`src/sv/rc4_pkg.sv`:
```
// Shared types and constants for the RC4 stream cipher block.
`default_nettype none

package rc4_pkg;

  localparam int BYTE_W     = 8;
  localparam int KEY_WORD_W = 64;
  localparam int KEY_WORDS  = 4;
  localparam int KEY_FLAT_W = KEY_WORD_W * KEY_WORDS;
  localparam int KEY_LEN_W  = 6;
  localparam int KEY_IDX_W  = 5;
  localparam int CFG_IDX_W  = 3;

  localparam logic [KEY_LEN_W-1:0] KEY_LEN_RESET = 6'd16;

  localparam logic [CFG_IDX_W-1:0] REG_KEY_WORD0  = 3'd0;
  localparam logic [CFG_IDX_W-1:0] REG_KEY_WORD1  = 3'd1;
  localparam logic [CFG_IDX_W-1:0] REG_KEY_WORD2  = 3'd2;
  localparam logic [CFG_IDX_W-1:0] REG_KEY_WORD3  = 3'd3;
  localparam logic [CFG_IDX_W-1:0] REG_KEY_LENGTH = 3'd4;

  typedef enum logic [3:0] {
    ST_IDLE,
    ST_FILL,
    ST_KS_RD_N,
    ST_KS_RD_J,
    ST_KS_WR_N,
    ST_KS_WR_J,
    ST_PG_RD_I,
    ST_PG_RD_J,
    ST_PG_RD_T,
    ST_PG_OUT
  } state_t;

  typedef enum logic [3:0] {
    OP_NONE,
    OP_LOAD,
    OP_FILL,
    OP_KS_RD_N,
    OP_KS_RD_J,
    OP_KS_WR_N,
    OP_KS_WR_J,
    OP_PG_RD_I,
    OP_PG_RD_J,
    OP_PG_RD_T,
    OP_PG_OUT
  } dp_op_t;

  typedef struct packed {
    dp_op_t op;
    logic   out_load;
  } cmd_t;

  typedef struct packed {
    logic need_ks;
    logic n_last;
    logic out_free;
  } sts_t;

endpackage

`default_nettype wire

```
`src/sv/rc4_stream_cipher.sv`:
```
// Top level of the RC4 stream cipher: sequencer plus datapath.
//
//   channel  direction  handshake            payload
//   in_      input      in_valid/in_ready    in_data_byte[7:0], in_start_message
//   out_     output     out_valid/out_ready  out_out_byte[7:0], out_keystream_byte[7:0]
//   cfg_     input      cfg_we               cfg_index[2:0], cfg_wdata[63:0]
//
// An item takes the accept step, then four S-box memory steps on a memory with one
// read and one write port (read S[i], read S[j], swap write plus read S[t], final write).
// A message start, or the first item after reset, adds a key schedule: a fill of
// all 256 S-box entries, then read S[n], read S[j], write S[n], write S[j] per entry.
// Synchronous active-low reset; the S-box has no reset and is rebuilt by the
// key schedule. A stalled output holds the block in its final step; the next
// item is accepted while the previous result waits in the output register.
`default_nettype none

module rc4_stream_cipher #(
  parameter int MAX_KEY_BYTES = 32
) (
  input  wire logic                            clk,
  input  wire logic                            rst_n,
  input  wire logic                            cfg_we,
  input  wire logic [rc4_pkg::CFG_IDX_W-1:0]   cfg_index,
  input  wire logic [rc4_pkg::KEY_WORD_W-1:0]  cfg_wdata,
  input  wire logic                            in_valid,
  output logic                                 in_ready,
  input  wire logic [rc4_pkg::BYTE_W-1:0]      in_data_byte,
  input  wire logic                            in_start_message,
  output logic                                 out_valid,
  input  wire logic                            out_ready,
  output logic [rc4_pkg::BYTE_W-1:0]           out_out_byte,
  output logic [rc4_pkg::BYTE_W-1:0]           out_keystream_byte
);

  rc4_pkg::cmd_t cmd;
  rc4_pkg::sts_t sts;

  rc4_ctrl u_ctrl (
    .clk      (clk),
    .rst_n    (rst_n),
    .in_valid (in_valid),
    .in_ready (in_ready),
    .sts      (sts),
    .cmd      (cmd)
  );

  rc4_dp #(
    .MAX_KEY_BYTES (MAX_KEY_BYTES)
  ) u_dp (
    .clk                (clk),
    .rst_n              (rst_n),
    .cfg_we             (cfg_we),
    .cfg_index          (cfg_index),
    .cfg_wdata          (cfg_wdata),
    .in_data_byte       (in_data_byte),
    .in_start_message   (in_start_message),
    .cmd                (cmd),
    .sts                (sts),
    .out_valid          (out_valid),
    .out_ready          (out_ready),
    .out_out_byte       (out_out_byte),
    .out_keystream_byte (out_keystream_byte)
  );

endmodule

`default_nettype wire

```
`src/sv/rc4_ctrl.sv`:
```
// Sequencer for S-box fill, key schedule and keystream generation.
`default_nettype none

module rc4_ctrl (
  input  wire logic          clk,
  input  wire logic          rst_n,
  input  wire logic          in_valid,
  output logic               in_ready,
  input  wire rc4_pkg::sts_t sts,
  output rc4_pkg::cmd_t      cmd
);

  rc4_pkg::state_t state_r;
  rc4_pkg::state_t state_nxt;

  always_ff @(posedge clk) begin
    if (!rst_n) begin
      state_r <= rc4_pkg::ST_IDLE;
    end else begin
      state_r <= state_nxt;
    end
  end

  always_comb begin
    state_nxt = state_r;
    case (state_r)
      rc4_pkg::ST_IDLE: begin
        if (in_valid) begin
          state_nxt = sts.need_ks ? rc4_pkg::ST_FILL : rc4_pkg::ST_PG_RD_I;
        end
      end
      rc4_pkg::ST_FILL: begin
        if (sts.n_last) begin
          state_nxt = rc4_pkg::ST_KS_RD_N;
        end
      end
      rc4_pkg::ST_KS_RD_N: state_nxt = rc4_pkg::ST_KS_RD_J;
      rc4_pkg::ST_KS_RD_J: state_nxt = rc4_pkg::ST_KS_WR_N;
      rc4_pkg::ST_KS_WR_N: state_nxt = rc4_pkg::ST_KS_WR_J;
      rc4_pkg::ST_KS_WR_J: begin
        state_nxt = sts.n_last ? rc4_pkg::ST_PG_RD_I : rc4_pkg::ST_KS_RD_N;
      end
      rc4_pkg::ST_PG_RD_I: state_nxt = rc4_pkg::ST_PG_RD_J;
      rc4_pkg::ST_PG_RD_J: state_nxt = rc4_pkg::ST_PG_RD_T;
      rc4_pkg::ST_PG_RD_T: state_nxt = rc4_pkg::ST_PG_OUT;
      rc4_pkg::ST_PG_OUT: begin
        if (sts.out_free) begin
          state_nxt = rc4_pkg::ST_IDLE;
        end
      end
      default: state_nxt = rc4_pkg::ST_IDLE;
    endcase
  end

  always_comb begin
    cmd.op       = rc4_pkg::OP_NONE;
    cmd.out_load = 1'b0;
    in_ready     = 1'b0;
    case (state_r)
      rc4_pkg::ST_IDLE: begin
        in_ready = 1'b1;
        if (in_valid) begin
          cmd.op = rc4_pkg::OP_LOAD;
        end
      end
      rc4_pkg::ST_FILL:    cmd.op = rc4_pkg::OP_FILL;
      rc4_pkg::ST_KS_RD_N: cmd.op = rc4_pkg::OP_KS_RD_N;
      rc4_pkg::ST_KS_RD_J: cmd.op = rc4_pkg::OP_KS_RD_J;
      rc4_pkg::ST_KS_WR_N: cmd.op = rc4_pkg::OP_KS_WR_N;
      rc4_pkg::ST_KS_WR_J: cmd.op = rc4_pkg::OP_KS_WR_J;
      rc4_pkg::ST_PG_RD_I: cmd.op = rc4_pkg::OP_PG_RD_I;
      rc4_pkg::ST_PG_RD_J: cmd.op = rc4_pkg::OP_PG_RD_J;
      rc4_pkg::ST_PG_RD_T: cmd.op = rc4_pkg::OP_PG_RD_T;
      rc4_pkg::ST_PG_OUT: begin
        cmd.op       = rc4_pkg::OP_PG_OUT;
        cmd.out_load = sts.out_free;
      end
      default: cmd.op = rc4_pkg::OP_NONE;
    endcase
  end

`ifndef NO_ASSERTIONS
  // keystream step starts only from an accepted item or a finished key schedule
  a_pg_entry: assert property (@(posedge clk) disable iff (!rst_n)
    (state_r == rc4_pkg::ST_PG_RD_I) |->
      ($past(state_r) == rc4_pkg::ST_IDLE || $past(state_r) == rc4_pkg::ST_KS_WR_J))
    else $error("keystream step entered from wrong state");

  a_fill_entry: assert property (@(posedge clk) disable iff (!rst_n)
    (state_r == rc4_pkg::ST_FILL) |->
      ($past(state_r) == rc4_pkg::ST_IDLE || $past(state_r) == rc4_pkg::ST_FILL))
    else $error("S-box fill entered from wrong state");
`endif

endmodule

`default_nettype wire

```
`src/sv/rc4_dp.sv`:
```
// Datapath: key registers, S-box memory, indices and output register.
`default_nettype none

module rc4_dp #(
  parameter int MAX_KEY_BYTES = 32
) (
  input  wire logic                            clk,
  input  wire logic                            rst_n,
  input  wire logic                            cfg_we,
  input  wire logic [rc4_pkg::CFG_IDX_W-1:0]   cfg_index,
  input  wire logic [rc4_pkg::KEY_WORD_W-1:0]  cfg_wdata,
  input  wire logic [rc4_pkg::BYTE_W-1:0]      in_data_byte,
  input  wire logic                            in_start_message,
  input  wire rc4_pkg::cmd_t                   cmd,
  output rc4_pkg::sts_t                        sts,
  output logic                                 out_valid,
  input  wire logic                            out_ready,
  output logic [rc4_pkg::BYTE_W-1:0]           out_out_byte,
  output logic [rc4_pkg::BYTE_W-1:0]           out_keystream_byte
);

  localparam int KPW = (MAX_KEY_BYTES > 1) ? $clog2(MAX_KEY_BYTES) : 1;
  localparam logic [rc4_pkg::KEY_LEN_W-1:0] MAX_LEN = rc4_pkg::KEY_LEN_W'(MAX_KEY_BYTES);

  logic [rc4_pkg::BYTE_W-1:0] sbox_mem [256];
  logic [rc4_pkg::BYTE_W-1:0] rdata_r;
  logic                       mem_we;
  logic [rc4_pkg::BYTE_W-1:0] mem_waddr;
  logic [rc4_pkg::BYTE_W-1:0] mem_wdata;
  logic [rc4_pkg::BYTE_W-1:0] mem_raddr;

  logic [rc4_pkg::KEY_FLAT_W-1:0] key_flat_r;
  logic [rc4_pkg::KEY_LEN_W-1:0]  key_len_r;
  logic [rc4_pkg::KEY_LEN_W-1:0]  len_eff;
  logic [rc4_pkg::KEY_LEN_W-1:0]  pos_inc;
  logic [KPW-1:0]                 pos_wrap;
  logic [rc4_pkg::BYTE_W-1:0]     key_byte;

  logic [rc4_pkg::BYTE_W-1:0] n_r, n_nxt;
  logic [rc4_pkg::BYTE_W-1:0] i_r, i_nxt;
  logic [rc4_pkg::BYTE_W-1:0] j_r, j_nxt;
  logic [rc4_pkg::BYTE_W-1:0] sn_r, sn_nxt;
  logic [rc4_pkg::BYTE_W-1:0] sj_r, sj_nxt;
  logic [rc4_pkg::BYTE_W-1:0] t_r, t_nxt;
  logic [rc4_pkg::BYTE_W-1:0] data_r, data_nxt;
  logic [KPW-1:0]             pos_r, pos_nxt;
  logic                       keyed_r, keyed_nxt;
  logic                       out_valid_r, out_valid_nxt;
  logic [rc4_pkg::BYTE_W-1:0] out_byte_r, out_byte_nxt;
  logic [rc4_pkg::BYTE_W-1:0] ks_r, ks_nxt;

  logic [rc4_pkg::BYTE_W-1:0] j_ks;
  logic [rc4_pkg::BYTE_W-1:0] j_pg;
  logic [rc4_pkg::BYTE_W-1:0] t_sum;
  logic [rc4_pkg::BYTE_W-1:0] ks_val;

  // zero length acts as one, longer keys saturate
  always_comb begin
    if (key_len_r == '0) begin
      len_eff = rc4_pkg::KEY_LEN_W'(1);
    end else if (key_len_r > MAX_LEN) begin
      len_eff = MAX_LEN;
    end else begin
      len_eff = key_len_r;
    end
  end

  assign pos_inc  = rc4_pkg::KEY_LEN_W'(pos_r) + rc4_pkg::KEY_LEN_W'(1);
  assign pos_wrap = (pos_inc >= len_eff) ? '0 : KPW'(pos_inc);
  assign key_byte = key_flat_r[{rc4_pkg::KEY_IDX_W'(pos_r), 3'b000} +: rc4_pkg::BYTE_W];

  assign j_ks  = j_r + rdata_r + key_byte;
  assign j_pg  = j_r + rdata_r;
  assign t_sum = sn_r + rdata_r;

  // S[t] was read while S[i] was being written and before S[j] was: forward swapped values
  always_comb begin
    if (t_r == j_r) begin
      ks_val = sn_r;
    end else if (t_r == i_r) begin
      ks_val = sj_r;
    end else begin
      ks_val = rdata_r;
    end
  end

  always_comb begin
    n_nxt        = n_r;
    i_nxt        = i_r;
    j_nxt        = j_r;
    sn_nxt       = sn_r;
    sj_nxt       = sj_r;
    t_nxt        = t_r;
    data_nxt     = data_r;
    pos_nxt      = pos_r;
    keyed_nxt    = keyed_r;
    out_byte_nxt = out_byte_r;
    ks_nxt       = ks_r;
    mem_we       = 1'b0;
    mem_waddr    = n_r;
    mem_wdata    = rdata_r;
    mem_raddr    = t_r;
    case (cmd.op)
      rc4_pkg::OP_LOAD: begin
        data_nxt = in_data_byte;
        n_nxt    = '0;
      end
      rc4_pkg::OP_FILL: begin
        mem_we    = 1'b1;
        mem_waddr = n_r;
        mem_wdata = n_r;
        n_nxt     = n_r + 8'd1;
        j_nxt     = '0;
        pos_nxt   = '0;
      end
      rc4_pkg::OP_KS_RD_N: begin
        mem_raddr = n_r;
      end
      rc4_pkg::OP_KS_RD_J: begin
        mem_raddr = j_ks;
        j_nxt     = j_ks;
        sn_nxt    = rdata_r;
      end
      rc4_pkg::OP_KS_WR_N: begin
        mem_we    = 1'b1;
        mem_waddr = n_r;
        mem_wdata = rdata_r;
      end
      rc4_pkg::OP_KS_WR_J: begin
        mem_we    = 1'b1;
        mem_waddr = j_r;
        mem_wdata = sn_r;
        n_nxt     = n_r + 8'd1;
        pos_nxt   = pos_wrap;
        if (sts.n_last) begin
          i_nxt     = '0;
          j_nxt     = '0;
          keyed_nxt = 1'b1;
        end
      end
      rc4_pkg::OP_PG_RD_I: begin
        mem_raddr = i_r + 8'd1;
        i_nxt     = i_r + 8'd1;
      end
      rc4_pkg::OP_PG_RD_J: begin
        mem_raddr = j_pg;
        j_nxt     = j_pg;
        sn_nxt    = rdata_r;
      end
      rc4_pkg::OP_PG_RD_T: begin
        mem_we    = 1'b1;
        mem_waddr = i_r;
        mem_wdata = rdata_r;
        sj_nxt    = rdata_r;
        mem_raddr = t_sum;
        t_nxt     = t_sum;
      end
      rc4_pkg::OP_PG_OUT: begin
        mem_we    = 1'b1;
        mem_waddr = j_r;
        mem_wdata = sn_r;
        mem_raddr = t_r;
        if (cmd.out_load) begin
          out_byte_nxt = data_r ^ ks_val;
          ks_nxt       = ks_val;
        end
      end
      default: begin
        mem_we = 1'b0;
      end
    endcase
  end

  always_comb begin
    if (cmd.out_load) begin
      out_valid_nxt = 1'b1;
    end else if (out_ready) begin
      out_valid_nxt = 1'b0;
    end else begin
      out_valid_nxt = out_valid_r;
    end
  end

  always_ff @(posedge clk) begin
    if (mem_we) begin
      sbox_mem[mem_waddr] <= mem_wdata;
    end
    rdata_r <= sbox_mem[mem_raddr];
  end

  always_ff @(posedge clk) begin
    if (!rst_n) begin
      key_flat_r  <= '0;
      key_len_r   <= rc4_pkg::KEY_LEN_RESET;
      i_r         <= '0;
      j_r         <= '0;
      keyed_r     <= 1'b0;
      out_valid_r <= 1'b0;
    end else begin
      i_r         <= i_nxt;
      j_r         <= j_nxt;
      keyed_r     <= keyed_nxt;
      out_valid_r <= out_valid_nxt;
      if (cfg_we) begin
        case (cfg_index)
          rc4_pkg::REG_KEY_WORD0:  key_flat_r[0*rc4_pkg::KEY_WORD_W +: rc4_pkg::KEY_WORD_W] <= cfg_wdata;
          rc4_pkg::REG_KEY_WORD1:  key_flat_r[1*rc4_pkg::KEY_WORD_W +: rc4_pkg::KEY_WORD_W] <= cfg_wdata;
          rc4_pkg::REG_KEY_WORD2:  key_flat_r[2*rc4_pkg::KEY_WORD_W +: rc4_pkg::KEY_WORD_W] <= cfg_wdata;
          rc4_pkg::REG_KEY_WORD3:  key_flat_r[3*rc4_pkg::KEY_WORD_W +: rc4_pkg::KEY_WORD_W] <= cfg_wdata;
          rc4_pkg::REG_KEY_LENGTH: key_len_r <= cfg_wdata[rc4_pkg::KEY_LEN_W-1:0];
          default: ;
        endcase
      end
    end
  end

  always_ff @(posedge clk) begin
    n_r        <= n_nxt;
    sn_r       <= sn_nxt;
    sj_r       <= sj_nxt;
    t_r        <= t_nxt;
    data_r     <= data_nxt;
    pos_r      <= pos_nxt;
    out_byte_r <= out_byte_nxt;
    ks_r       <= ks_nxt;
  end

  assign sts.need_ks  = in_start_message | ~keyed_r;
  assign sts.n_last   = (n_r == 8'hFF);
  assign sts.out_free = ~out_valid_r | out_ready;

  assign out_valid          = out_valid_r;
  assign out_out_byte       = out_byte_r;
  assign out_keystream_byte = ks_r;

`ifndef NO_ASSERTIONS
  a_keyed_sticky: assert property (@(posedge clk) disable iff (!rst_n)
    keyed_r |=> keyed_r)
    else $error("keyed flag dropped without reset");

  a_fill_wraps: assert property (@(posedge clk) disable iff (!rst_n)
    (cmd.op == rc4_pkg::OP_KS_RD_N && $past(cmd.op) == rc4_pkg::OP_FILL) |-> (n_r == '0))
    else $error("key schedule started with nonzero index");

  a_pos_bound: assert property (@(posedge clk) disable iff (!rst_n)
    (cmd.op == rc4_pkg::OP_KS_RD_J) |->
      (rc4_pkg::KEY_LEN_W'(pos_r) < len_eff))
    else $error("key byte position beyond key length");
`endif

endmodule

`default_nettype wire

```
`config.mk`:
```
export PLATFORM = sky130hd
export DESIGN_NAME = rc4_stream_cipher
export DESIGN_NICKNAME = d
export VERILOG_FILES = /design/src/sv/rc4_pkg.sv /design/src/sv/rc4_stream_cipher.sv /design/src/sv/rc4_ctrl.sv /design/src/sv/rc4_dp.sv
export SDC_FILE = /design/constraint.sdc
export NUM_CORES = 2
export LEC_CHECK = 0
export ABC_AREA = 1
export BUFFER_PORTS_ARGS = -buffer_cell sky130_fd_sc_hd__buf_4
export CAP_MARGIN = 30
export CORE_MARGIN = 5
export CORE_UTILIZATION = 43
export DETAILED_ROUTE_END_ITERATION = 10
export PLACE_DENSITY_LB_ADDON = 0.2
export SYNTH_ARGS = -nofsm -noshare
export SYNTH_HDL_FRONTEND = slang
export SYNTH_SLANG_ARGS = --single-unit
```
`constraint.sdc`:
```
create_clock -name clk -period 12.1 [get_ports clk]
set_input_delay 1.21 -clock clk [delete_from_list [all_inputs] [get_ports clk]]
set_output_delay 1.21 -clock clk [all_outputs]
set_load 0.02 [all_outputs]
```
==> results_dict.tcl <==
set metrics [dict create \
    yosys.area_share.xor_xnor_pct 0.289 \
    pre_cts_slack_ps 4410 \
    layout.nets 10200 \
    cts_root_buf "clkbuf_16" \
    dr.first_iter.drc_count 8735 \
    ys_types 50 \
    required_ps 12940 \
    status "finished clean" \
    combPwrFrac_pct 17.8 \
    synth_top_family_by_area "simple AND/OR/NAND/NOR gates" \
    cts-hold-fix-buffers 0 \
    insertion_delay_ps 940 \
    hpwlAfterDp_um 175000 \
    rsz0062_at_grt "false" \
    coreArea_mm2 0.246 \
    area_delta_synth_final_pct 11.0 \
    postCtsSetupRepairBufs 0 \
    p_sw_mw 6.50 \
    min_path_type "flop to flop" \
    maxCapViolCount 0 \
    layout-drive-gt1-share_pct 6.12 \
    synthTopCellsByArea "edfxtp_1 (60%), nand3_1 (8.7%), nand2_1 (6.8%)" \
    synth_edf_count 2109 \
    design.portCount 99 \
    fin_crit_sh_pct 64.5 \
    worstMarginPinSlew_ps 1120 \
    dpl_cell_area_mm2 0.109 \
    drv_slew 0 \
    r2r_cells 25 \
    synth_mux_area_share_pct 0 \
    startpoint_type "flop" \
    seq_area_frac_synth_pct 65.3 \
    htree_levels 5 \
    die-area_mm2 0.257 \
    antenna_found_initial 10 \
    crit_fanout 116 \
    grt-ovfl-total 0 \
    p_seq_share_pct 46.1 \
    finalSetupViolCount 0 \
    cts_buffers 279 \
    period_needed_ps 7800 \
    rrSetupSlack_ps 4300 \
    yosys-top-cells-count "edfxtp_1 (2109), nand2_1 (1928), nand3_1 (1841), inv_1 (1137), nor2_1 (819)" \
    via_per_inst 5.58 \
    fmax_ghz 0.128 \
    utilization_pct 47.9 \
    synth_cells 10300 \
    finalInstanceArea_mm2 0.118 \
    clk_pin_slew_ps 60 \
    yosys.area_share.adder_pct 0.411 \
    clock_sinks 2401 \
    syn_avg_cell_area_um2 10.3 \
    grt_max_degree 190 \
    initial_core_util_pct 43.1 \
    drc 0 \
    cts_resized 0 \
    clkPwrFrac_pct 36.1 \
    finClkSkew_ps 69.6 \
    yosysMostFrequentCell "edfxtp_1" \
    hold_viol 0 \
    p_int_mw 15.4 \
    chipHeight_um 506 \
    swShare_pct 29.7 \
    ys_seq_elements 2401 \
    synth_area_mm2 0.106 \
    fin_hold_ws_ps 450 \
    grt_usage_pct 24.0 \
    ir_worst_vdd_mv 0.178 \
    die_w_um 506 \
    num_vias 75500 \
    synth-simple-area-share_pct 23.0 \
    synth_nets 10400 \
    globalplace.congestion 0.856 \
    rows 182 \
    ant_nets 0 \
    drt-total-wl_um 316000 \
    p_leak_nw 45.0 \
    fill_cells 22200 \
    yosys.area.top_type_share_pct 59.7 \
    yosysTopAreaCell "edfxtp_1" \
    dr.pass1.iters 9 \
    end_kind "flop" \
    yosysWarnings 0 \
    clk_path_buf_depth 4 \
    wl_per_cell_um 23.4 \
    hold_depth 2 \
    ys.flop_type "edfxtp_1" \
    max_slew_margin_pct 25.5 \
    first_global_vias 71500 \
    fin_ws_ps 4300 \
    path_class "flop to flop" \
    grt_pass1_wl_um 470000 \
    portBuffers 98 \
    power.total_mw 21.9 \
    synth_async_sr_flop_share_pct 0 \
    synth-compound-area-share_pct 4.17 \
    cp_data_arrival_time_ps 8640 \
    cts_tree "done" \
    power.density_mw_per_mm2 186 \
]
## metal layers
metal  global-route usage (%)  share of wire [%]  routed length (um)
met5                        0              0.081                 255
met4                     7.20                2.8                8820
met3                     5.21                9.1               28800
met2                     36.9                 45              144000
met1                     34.2                 43              135000
## worst paths after layout
kind / endpoint / startpoint
worst min-delay path: u_dp.key_flat_r[220] / u_dp.key_flat_r[220]
worst max register to register: u_dp.rdata_r[4] / u_dp.pos_r[0]
worst max-delay path: u_dp.rdata_r[4] / u_dp.pos_r[0]
worst min register to register: u_dp.key_flat_r[220] / u_dp.key_flat_r[220]
## through the flow
stage / setup TNS (ps) / std cells
6_report: 0 / 13500
5_1_grt: 0 / 13500
4_1_cts: 0 / 13500
3_5_place_dp: 0 / 13000
3_3_place_gp: 0 / 13000
2_1_floorplan: -1465640 / 10300
## cell families after synthesis
kind of cell | Yosys count
compound gates | 766
xor+xnor | 35
fa+ha+maj | 33
buf+inv | 1832
flops | 2401
simple gates | 5236
## cell usage in the layout, fill, tap and decap left out, types with 6 or more instances in the layout
cell type / n
bufinv_16: 13
clkbuf_16: 285
clkbuf_1: 53
o21ai_0: 367
nor3_1: 13
a221oi_1: 8
xor2_1: 32
o221ai_1: 10
nand2_1: 1924
buf_12: 26
a21oi_1: 167
edfxtp_1: 2109
a31oi_1: 8
inv_2: 6
clkinv_2: 47
o21a_1: 7
a32o_1: 8
nand3_1: 1840
a22oi_1: 19
diode_2: 11
buf_4: 187
inv_1: 1134
ha_1: 30
clkinv_1: 45
nor2_1: 816
nand3b_1: 605
o211ai_1: 126
o21ai_4: 10
o22ai_1: 19
dfxtp_1: 292
nor4_1: 7
clkbuf_8: 8
## final cells by class
class | count | area, um2 | area share, %
tap | 3220 | 4030 | 3.42
multi-input combinational | 6070 | 29700 | 25.3
clock inverter | 115 | 905 | 0.769
clock buffer | 347 | 7450 | 6.33
sequential | 2401 | 69200 | 58.8
antenna | 11 | 27.5 | 0.0234
timing repair buffer | 219 | 2030 | 1.72
inverter | 1145 | 4310 | 3.67
## worst max-delay path, cell delays in order (launching register included)
cell and delay (ps):
edfxtp_1 420, clkinv_2 420, buf_4 730, a21oi_1 150
o21ai_0 100, a21boi_0 110, a2111oi_0 410, a21oi_1 150
ha_1 330, nand3_1 70, nand2_1 120, nor2_1 120
nand2_8 450, nand2_8 610, inv_8 800, buf_12 520
nand2_1 100, nand2_1 90, nand2_1 60, nand3_1 100
nand3_1 140, nand3_1 190, nand3_1 100, nand3_1 360
nand3_1 380, nand2_1 180
## registers in the layout (all words and copies together) (netlist names)
signal and cells:
u_ctrl.state_r 4, u_dp.data_r 8, u_dp.i_r 8, u_dp.j_r 8
u_dp.key_flat_r 256, u_dp.key_len_r 6, u_dp.keyed_r 1, u_dp.n_r 8
u_dp.out_keystream_byte 8, u_dp.out_out_byte 8, u_dp.out_valid 1, u_dp.pos_r 5
u_dp.rdata_r 8, u_dp.sbox_mem 2048, u_dp.sj_r 8, u_dp.sn_r 8
u_dp.t_r 8
## power by group through the flow
stage / clock network [mW] / registers [mW] / logic, mW
final: 7.90 / 10.1 / 3.90
after global placement: 0 / 10.2 / 3.82
after global routing: 8.39 / 10.1 / 4.19
after CTS: 8.03 / 10.1 / 3.89
after detailed placement: 0 / 10.2 / 3.88
after floorplan: 0 / 10.8 / 2.15
Note: power is estimated with default switching activity, not from simulation.
